### src/rtl/gbn_mul.sv
// Shared signed 33x33 multiplier with registered product.
`default_nettype none
module gbn_mul (
  input  wire logic               clk,
  input  wire logic               en,
  input  wire logic signed [32:0] a,
  input  wire logic signed [32:0] b,
  output logic signed [63:0]      p_r
);
  logic signed [65:0] full;
  assign full = a * b;

  always_ff @(posedge clk) begin
    if (en) begin
      p_r <= full[63:0];
    end
  end
endmodule
`default_nettype wire

### config.mk
export PLATFORM = sky130hd
export DESIGN_NAME = gbn_mul
export DESIGN_NICKNAME = d
export VERILOG_FILES = /design/src/rtl/gbn_mul.sv
export SDC_FILE = /design/constraint.sdc
export NUM_CORES = 2
export LEC_CHECK = 0
export ABC_AREA = 1
export BUFFER_PORTS_ARGS = -buffer_cell sky130_fd_sc_hd__buf_2
export CAP_MARGIN = 20
export CORE_MARGIN = 3
export CORE_UTILIZATION = 55
export CTS_BUF_LIST = sky130_fd_sc_hd__clkbuf_4 sky130_fd_sc_hd__clkbuf_8
export DETAILED_ROUTE_END_ITERATION = 8
export GPL_ROUTABILITY_DRIVEN = 0
export GPL_TIMING_DRIVEN = 0
export PLACE_DENSITY = 0.8
export SLEW_MARGIN = 20
export SYNTH_ARGS = -nofsm -noshare
export SYNTH_HDL_FRONTEND = slang
export SYNTH_SLANG_ARGS = --single-unit
### constraint.sdc
create_clock -name clk -period 7.71 [get_ports clk]
set_input_delay 1.1565 -clock clk [delete_from_list [all_inputs] [get_ports clk]]
set_output_delay 1.1565 -clock clk [all_outputs]
set_load 0.05 [all_outputs]
==> impl_metrics.tcl <==
set metrics [dict create \
    nFillCells 5858 \
    grt_max_degree 65 \
    outcome "finished, violations left" \
    grt_pass1_wl_um 235000 \
    area_growth_pct 13.4 \
    hp-class "input port to register" \
    die_w_um 285 \
    htree_levels 3 \
    endpoint "p_r[63]" \
    rsz0062_at_grt "true" \
    setup_slack_ns -0.136 \
    met2_usage_pct 56.6 \
    drc 22 \
    clkTransAtPathRegs_ns 0.07 \
    crit_type "input port to register" \
    violations "DRC, setup timing" \
    maxSlewViolCount 0 \
    floorplan.initialDensity_pct 55.8 \
    ys_types 32 \
    cp.arrival_ns 7.94 \
    seq_area_frac_synth_pct 4.50 \
    synth_nets 6754 \
    cts_hold_buf 0 \
    startpoint "a[7]" \
    synthAdderAreaFrac_pct 59.0 \
    largest_register "p_r" \
    place_ws_ns -1.90 \
    synthArstFlopShare_pct 0 \
    avgSynthCellArea_um2 7.98 \
    wl_per_cell_um 25.0 \
    grt_util_met1_pct 44.9 \
    final_cell_mix "inv_1 (1764), nand2_1 (1371), fa_1 (1087)" \
    start_kind "input port" \
    vias 38100 \
    synth_edf_count 64 \
    crit_fanout 10 \
    synthMuxAreaShare_pct 0 \
    first_global_vias 39500 \
    register_area_mm2 0.00192 \
    drive_gt1_share_pct 13.5 \
    syn_area_mm2 0.0427 \
    ios 132 \
    fmax_ghz 0.127 \
    finalSetupViolCount 18 \
    busiest_layer "met2" \
    routed_wl_um 164000 \
    num-nets-final 6903 \
    clockBufferDepth 2 \
    crit_required_ns 7.80 \
    finalHoldViolCount 0 \
    layout_commonest_cell "inv_1" \
    cpMaxStageDelayCell "fa_1" \
    synth_xor_area_share_pct 0.739 \
    timing.hold.ws_ns 1.42 \
    grt_overflow 0 \
    detail_route.iter0.violations 6234 \
    synth_compound_area_share_pct 1.84 \
    die-area_mm2 0.0810 \
    tightestPinTransition_ns 0.910 \
    grt_usage_pct 39.8 \
    antenna_found_initial 18 \
    fin_crit_ns 7.85 \
    crit_top_cell "fa_1" \
    synth_top_family_by_area "adder cells" \
    relSlewSlack_pct 39.4 \
    top_regs "p_r: 64 flops" \
    ys_ff_latch 64 \
    synthFlopType "edfxtp_1" \
    tritoncts "done" \
    synth_area_leaders "fa_1 (53%), inv_1 (16%), nand2_1 (13%)" \
    slowest_delay_ns 0.55 \
    dp_hpwl_um 126000 \
    die_h_um 285 \
    cts_made_buffers 9 \
    synth-simple-area-share_pct 15.8 \
    yosysTopAreaCell "fa_1" \
    met3_usage_pct 21.9 \
    port_buffers 66 \
    timing.final.crit_share_pct 102 \
    synth_top_area_share_pct 52.8 \
    max-cap-violations 0 \
    largest_register_ff_count 64 \
    yosysWarnings 0 \
    core-area_mm2 0.0765 \
    syn_inst 5349 \
    drtAntennaViolNets 0 \
    cp-end-kind "register" \
    cts.sinks 64 \
    root_buffer "clkbuf_8" \
    multi_input_comb_area_mm2 0.0343 \
    avgViaCountPerCell 5.82 \
    std_cell_rows 101 \
    dr.pass1.iters 9 \
]
[stage by stage]
step | std cells | TNS (ns) | util [%] | cell area, um^2
detailed placement | 6445 | -71.11 | 58.3 | 44500
floorplan | 5349 | -0.0503 | - | 42900
global route | 6537 | -2.67 | 63.3 | 48400
finish | 6549 | -0.739 | 63.3 | 48400
global placement | 6445 | -66.90 | 58.2 | 44500
CTS | 6477 | -0.00525 | 60.9 | 46600
[timing repair]
action / 4_1_cts / 5_1_grt
gates cloned: 0 / 5
setup endpoints to repair: 46 / 43
pin swaps: 26 / 81
resized for setup: 576 / 576
setup buffers: 16 / 51
[layer usage]
metal / up-vias / part of all wire (%)
li1: 14900 / -
met3: 1296 / 19
met2: 3766 / 41
met4: 14 / 11
met1: 18100 / 29
met5: - / 0.21
[Yosys cell counts, types with 6 or more instances]
cell type,count
inv_1,1799
nand2_1,1431
fa_1,1125
clkbuf_1,261
ha_1,212
nor2_1,129
a21oi_1,75
nand3_1,66
edfxtp_1,64
o21ai_0,35
xor2_1,31
nand4_1,20
o21bai_1,18
nor2_2,17
nand2_2,14
o21ai_1,7
nand3_2,6
nor3_1,6
or2_2,6
[how the worst min path moves through the flow]
stage	slack, ns	startpoint	cells after the start	to
floorplan	1.27	en	0	p_r[0]
global placement	1.70	p_r[37]	1	p_r[37]
detailed placement	1.70	p_r[41]	1	p_r[41]
CTS	1.44	en	1	p_r[12]
global route	1.45	en	1	p_r[12]
finish	1.42	en	1	p_r[12]
[kinds of logic (layout without fill, tap and decap cells)]
kind of cell	after synthesis	after routing
AO/OA/AOI/OAI	143	143
buffers and inverters	2063	2217
flip-flops	64	64
AND/OR/NAND/NOR	1706	1706
other	0	16
adder cells (fa/ha/maj)	1337	1337
XOR/XNOR	36	36
[critical path, delay by kind of cell]
family | cells | cell delay [ns]
fa+ha+maj | 9 | 4.23
simple gates | 11 | 1.55
buf+inv | 8 | 0.96
[final cells by class]
| type | instances | area share, % |
|---|---|---|
| multi-input cells | 3222 | 71.0 |
| clock inverters | 6 | 0.173 |
| repair buffers | 138 | 1.99 |
| diodes | 16 | 0.0827 |
| well taps | 1030 | 2.66 |
| inverters | 1800 | 14.0 |
| clock buffers | 10 | 0.271 |
| flip-flops and latches | 64 | 3.97 |
| plain buffers | 263 | 5.90 |
Power is not shown: default switching activity piles up to over one toggle a cycle in this logic, so the estimate is an artifact.
