## config.mk

```make
export PLATFORM = sky130hd
export DESIGN_NAME = gbn_ram
export DESIGN_NICKNAME = d
export VERILOG_FILES = /design/src/rtl/gbn_pkg.sv /design/src/rtl/gbn_ram.sv
export SDC_FILE = /design/constraint.sdc
export NUM_CORES = 2
export LEC_CHECK = 0
export BUFFER_PORTS_ARGS = -buffer_cell sky130_fd_sc_hd__buf_4
export CAP_MARGIN = 20
export CORE_ASPECT_RATIO = 0.9
export CORE_MARGIN = 4
export CORE_UTILIZATION = 59
export CTS_BUF_LIST = sky130_fd_sc_hd__clkbuf_4 sky130_fd_sc_hd__clkbuf_8
export DETAILED_ROUTE_END_ITERATION = 8
export MAX_ROUTING_LAYER = met4
export PLACE_DENSITY = 0.75
export SKIP_CTS_REPAIR_TIMING = 1
export SLEW_MARGIN = 20
export SYNTH_ARGS = -nofsm -noshare
export SYNTH_HDL_FRONTEND = slang
export SYNTH_SLANG_ARGS = --single-unit
```

## constraint.sdc

```tcl
create_clock -name clk -period 7.85 [get_ports clk]
set_input_delay 0.3925 -clock clk [delete_from_list [all_inputs] [get_ports clk]]
set_output_delay 0.3925 -clock clk [all_outputs]
set_load 0.005 [all_outputs]
```

## src/rtl/gbn_pkg.sv

```systemverilog
// Package: shared constants, codes, state types and fixed-point helpers.
`default_nettype none
package gbn_pkg;

  localparam int WEIGHT_SLOTS_DEF = 1024;
  localparam int SUM_SLOTS_DEF    = 128;
  localparam int INPUT_COUNT_DEF  = 7;

  localparam int Q_W      = 32;
  localparam int LR_W     = 25;
  localparam int OP_W     = 4;
  localparam int OFF_W    = 10;
  localparam int STATUS_W = 3;
  localparam int CFG_IDX_W = 1;
  localparam int GIN_N    = 7;

  localparam logic [LR_W-1:0] LR_RESET    = LR_W'(168);
  localparam logic [31:0]     LFSR_MASK   = 32'h8020_0003;
  localparam logic [31:0]     DIV10_RECIP = 32'hCCCC_CCCD;
  localparam int              DIV10_SHIFT = 35;

  localparam logic [CFG_IDX_W-1:0] CFG_LEARNING_RATE = 1'b0;
  localparam logic [CFG_IDX_W-1:0] CFG_RANDOM_SEED   = 1'b1;

  typedef enum logic [OP_W-1:0] {
    OP_THINK          = 4'd0,
    OP_NEW_WEIGHT     = 4'd1,
    OP_NEW_SUM        = 4'd2,
    OP_SUM_TO_IN      = 4'd3,
    OP_SUM_TO_CTRL    = 4'd4,
    OP_WEIGHT_TO_SUM  = 4'd5,
    OP_WEIGHT_TO_CTRL = 4'd6,
    OP_POP_WEIGHT     = 4'd7,
    OP_POP_SUM        = 4'd8,
    OP_GLOBAL_TO_IN   = 4'd9,
    OP_SUM_TO_RESULT  = 4'd10,
    OP_CLEAR_BUILD    = 4'd11,
    OP_START_PLAY     = 4'd12
  } op_t;

  typedef enum logic [1:0] {
    KIND_NONE   = 2'd0,
    KIND_SUM    = 2'd1,
    KIND_WEIGHT = 2'd2,
    KIND_GLOBAL = 2'd3
  } kind_t;

  typedef enum logic [STATUS_W-1:0] {
    ST_OK          = 3'd0,
    ST_WEIGHT_FULL = 3'd1,
    ST_SUM_FULL    = 3'd2,
    ST_INDEX_RANGE = 3'd3,
    ST_UNKNOWN_OP  = 3'd4
  } status_t;

  typedef enum logic [1:0] {
    SW_RESET,
    SW_CLEAR,
    SW_PLAY
  } sweep_t;

  typedef enum logic [4:0] {
    S_SWEEP, S_IDLE, S_DISP,
    S_B_WR, S_B_RD2, S_B_WR2,
    S_A_RD, S_A_SRD, S_A_MUL, S_A_WR,
    S_C_CLR,
    S_D_RD, S_D_SRD, S_D_WR,
    S_E_RD, S_E_MUL, S_E_WR,
    S_F_RD, S_F_XRD, S_F_MUL, S_F_RND, S_F_WR,
    S_FIN_RD, S_FIN_OUT
  } state_t;

  // Q8.24 product rounding: nearest on the magnitude, ties away, saturating.
  function automatic logic signed [31:0] q_round(input logic signed [63:0] p);
    logic        neg;
    logic [63:0] m;
    logic [39:0] r;
    neg = p[63];
    m   = neg ? 64'(-p) : 64'(p);
    m   = m + 64'h80_0000;
    r   = m[63:24];
    if (!neg) begin
      q_round = (r > 40'h7FFF_FFFF) ? 32'sh7FFF_FFFF : signed'(r[31:0]);
    end else if (r >= 40'h8000_0000) begin
      q_round = signed'({1'b1, 31'b0});
    end else begin
      q_round = signed'(32'(-r[31:0]));
    end
  endfunction

  function automatic logic signed [31:0] sat_add(input logic signed [31:0] a,
                                                  input logic signed [31:0] b);
    logic signed [32:0] s;
    s = {a[31], a} + {b[31], b};
    if (s[32] != s[31]) begin
      sat_add = s[32] ? signed'({1'b1, 31'b0}) : 32'sh7FFF_FFFF;
    end else begin
      sat_add = s[31:0];
    end
  endfunction

endpackage
`default_nettype wire

```

## src/rtl/gbn_ram.sv

```systemverilog
// Simple dual-port synchronous RAM with registered read.
`default_nettype none
module gbn_ram #(
  parameter int DEPTH = gbn_pkg::SUM_SLOTS_DEF,
  parameter int WIDTH = gbn_pkg::Q_W,
  localparam int AW = $clog2(DEPTH)
) (
  input  wire logic             clk,
  input  wire logic             re,
  input  wire logic [AW-1:0]    raddr,
  output logic      [WIDTH-1:0] rdata,
  input  wire logic             we,
  input  wire logic [AW-1:0]    waddr,
  input  wire logic [WIDTH-1:0] wdata
);
  logic [WIDTH-1:0] mem [DEPTH];

  always_ff @(posedge clk) begin
    if (we) begin
      mem[waddr] <= wdata;
    end
    if (re) begin
      rdata <= mem[raddr];
    end
  end
endmodule
`default_nettype wire

```

==> results.py <==
metrics = {
    "worst_setup_path": {
        "slowest_delay_ns": 0.69,
        "cp.depth": 6,
        "cp_slowest_cell": "mux4_2",
        "arrival_ns": 4.20,
        "crit_family": "multiplexers",
        "cp.required_ns": 8.63,
        "crit_fanout": 97,
        "crit_chain": "buf_16 > buf_12 > mux4_2 > mux4_2 > mux4_2 > mux2_2",
        "path_class": "input pin to flop",
        "path_buf_inv": 2,
        "reg2reg_depth": 4,
        "cp_common_cell": "mux4_2",
        "cp-end-kind": "flop",
        "start_kind": "input pin",
    },
    "power_and_ir_drop": {
        "power.internal_w": 0.03407,
        "report.power.total_w": 0.04350,
        "ir_worst_vdd_v": 0.0001374,
        "power_density_nw_per_um2": 248.1,
        "power_leakage_nw": 53.92,
        "switchingPower_w": 0.009435,
        "sw_frac_of_total_pct": 21.69,
        "p_clk_share_pct": 38.6,
        "power.share.combinational_pct": 5.2,
        "seqPwrFrac_pct": 56.2,
    },
    "global_routing": {
        "track_usage_pct": 29.95,
        "grt.busiest_layer": "met2",
        "grt_pass1_wl_mm": 552.5,
        "grt_start_max_net_pins": 108,
        "use_met2_pct": 43.51,
        "grt_pass1_vias": 72920,
        "grt_antenna_before_repair": 48,
        "grtUsageMet3_pct": 8.943,
        "met1_usage_pct": 42.45,
        "overflow": 0,
    },
    "timing": {
        "tightest_slew_ns": 1.126,
        "slew-limit-headroom_pct": 24.92,
        "rsz0062_at_grt": "no",
        "setup_viol": 0,
        "clock.fmax_mhz": 292.5,
        "whs_ns": 0.1662,
        "final.min_clock_period_ns": 3.418,
        "fin_crit_sh_pct": 43.55,
        "fin_worst_skew_ns": 0.05474,
        "hold_violations": 0,
        "fin_setup_tns_ns": 0,
        "drv_slew": 0,
    },
    "synth": {
        "yosys.cell_types.count": 16,
        "synthArstFlopShare_pct": 0,
        "mappedNetlistArea_um2": 156600,
        "yosysTopAreaCellShare_pct": 79.16,
        "synth-main-ff-cell": "edfxtp_1",
        "synth-edff-count": 4128,
        "netlist_instances": 5990,
        "synth_fp_nets": 6039,
        "synth-seq-area-share_pct": 79.16,
        "ys_top_cells_by_area": "edfxtp_1 (79%), mux4_2 (19%), clkbuf_1 (0.44%), nor2_1 (0.29%), buf_2 (0.25%)",
        "synthTopCellsByCount": "edfxtp_1 (4,128), mux4_2 (1,344), clkbuf_1 (182)",
        "synth_seq_cells": 4128,
        "yosysMostFrequentCell": "edfxtp_1",
        "syn-mean-instance-area_um2": 26.14,
        "yosys.area.top_type": "edfxtp_1",
        "yosys_warnings": 0,
    },
    "die": {
        "rows": 179,
        "coreArea_um2": 264300,
        "die_area_um2": 273700,
        "start_util_pct": 59.25,
        "io_pins": 81,
        "dieWidth_um": 551.1,
        "die_height_um": 496.8,
    },
    "min_path": {
        "hold_path_class": "input pin to flop",
        "min_path_cells": 2,
    },
    "clock_tree": {
        "clk_latency_ns": 1.04,
        "numCtsBuffers": 625,
        "htreeDepth": 6,
        "clk_pin_slew_ns": 0.06,
        "cts_tree": "done",
        "clockBufferDepth": 4,
        "cts_root_buf": "clkbuf_8",
        "clock_sinks": 4128,
    },
    "placement": {
        "placed_area_um2": 163100,
        "gp_congestion": 0.8147,
        "hpwl_mm": 205.3,
        "port_buffers": 80,
    },
    "cells_and_area": {
        "syn2layout_area_growth_pct": 11.95,
        "num-nets-final": 6671,
        "fin_area_um2": 175300,
        "final_core_util_pct": 66.34,
        "drive_gt1_share_pct": 38.71,
    },
    "route": {
        "vias_per_cell": 6.840,
        "drtPass1Iterations": 6,
        "vias": 72870,
        "drc_errors": 0,
        "ant_nets": 0,
        "post_drt_wl_per_cell_um": 36.74,
        "drt_iter0_drc": 11960,
        "totalWireLength_mm": 391.4,
    },
    "job": {
        "drv_cap": 0,
    },
    "status": {
        "status": "finished clean",
    },
}
==> flip-flops by register name, indices dropped and copies added (netlist names) <==
register and count:
mem 4096, rdata 32
==> path summary, 6_finish.rpt <==
check	start	to	slack (ns)
worst min-delay path	raddr[5]	rdata[31]$_DFFE_PP_	0.17
worst max register to register	mem[115][4]$_DFFE_PP_	rdata[4]$_DFFE_PP_	5.08
worst max-delay path	raddr[0]	rdata[4]$_DFFE_PP_	4.43
worst min register to register	mem[106][6]$_DFFE_PP_	rdata[6]$_DFFE_PP_	1.21
==> kinds of logic (layout without fill, tap and decap cells) <==
family	count (synthesis)	after routing	share of synthesized area, %
DFF	4128	4128	79.16
muxes	1376	1376	19.56
buffers and inverters	316	1418	0.8373
and+or+nand+nor	170	170	0.4450
other	0	33	0
==> cells in the final DEF, fill, tap and decap left out, types with 16 or more instances in the layout <==
cell           instances
clkbuf_4             205
edfxtp_1            4128
clkinv_1             152
clkbuf_8             641
mux2_2                32
clkinv_2              53
nor2_4               119
dlygate4sd3_1         33
buf_4                261
buf_12                20
mux4_2              1344
diode_2               33
inv_6                 16
==> stage by stage <==
stage / cells / setup slack [ns]
2_1_floorplan: 5990 / 4.219
4_1_cts: 10590 / 4.488
6_report: 10650 / 4.432
3_5_place_dp: 9491 / 3.371
3_3_place_gp: 9491 / 3.368
5_1_grt: 10640 / 4.278
==> area by class of cell <==
class	instances	area, µm²
diodes	33	82.58
clock buffers	846	10360
clock inverters	251	1403
fillers	15610	88960
multi-input cells	1546	32300
flip-flops and latches	4128	124000
well taps	3529	4415
repair buffers	321	2796
==> per-layer routing <==
| layer | vias to the layer above | wire (µm) |
|---|---|---|
| met3 | 663 | 56220 |
| li1 | 27800 | - |
| met5 | - | 0 |
| met4 | 0 | 10640 |
| met1 | 38970 | 140200 |
| met2 | 5445 | 184400 |
==> power groups by stage <==
stage / sequential [W] / combinational [W] / clock [W]
after floorplan: 0.0249 / 0.00117 / 0
after global placement: 0.0249 / 0.00219 / 0
after detailed placement: 0.0249 / 0.00223 / 0
after CTS: 0.0244 / 0.00224 / 0.0170
after global routing: 0.0244 / 0.00236 / 0.0181
final: 0.0244 / 0.00226 / 0.0168
==> worst reg2reg max path, delay by kind of cell, from the launching register on <==
kind   cells  cell delay [ns]
DFF        1             0.37
muxes      4             2.16
Note: power is estimated with default switching activity, not from simulation.
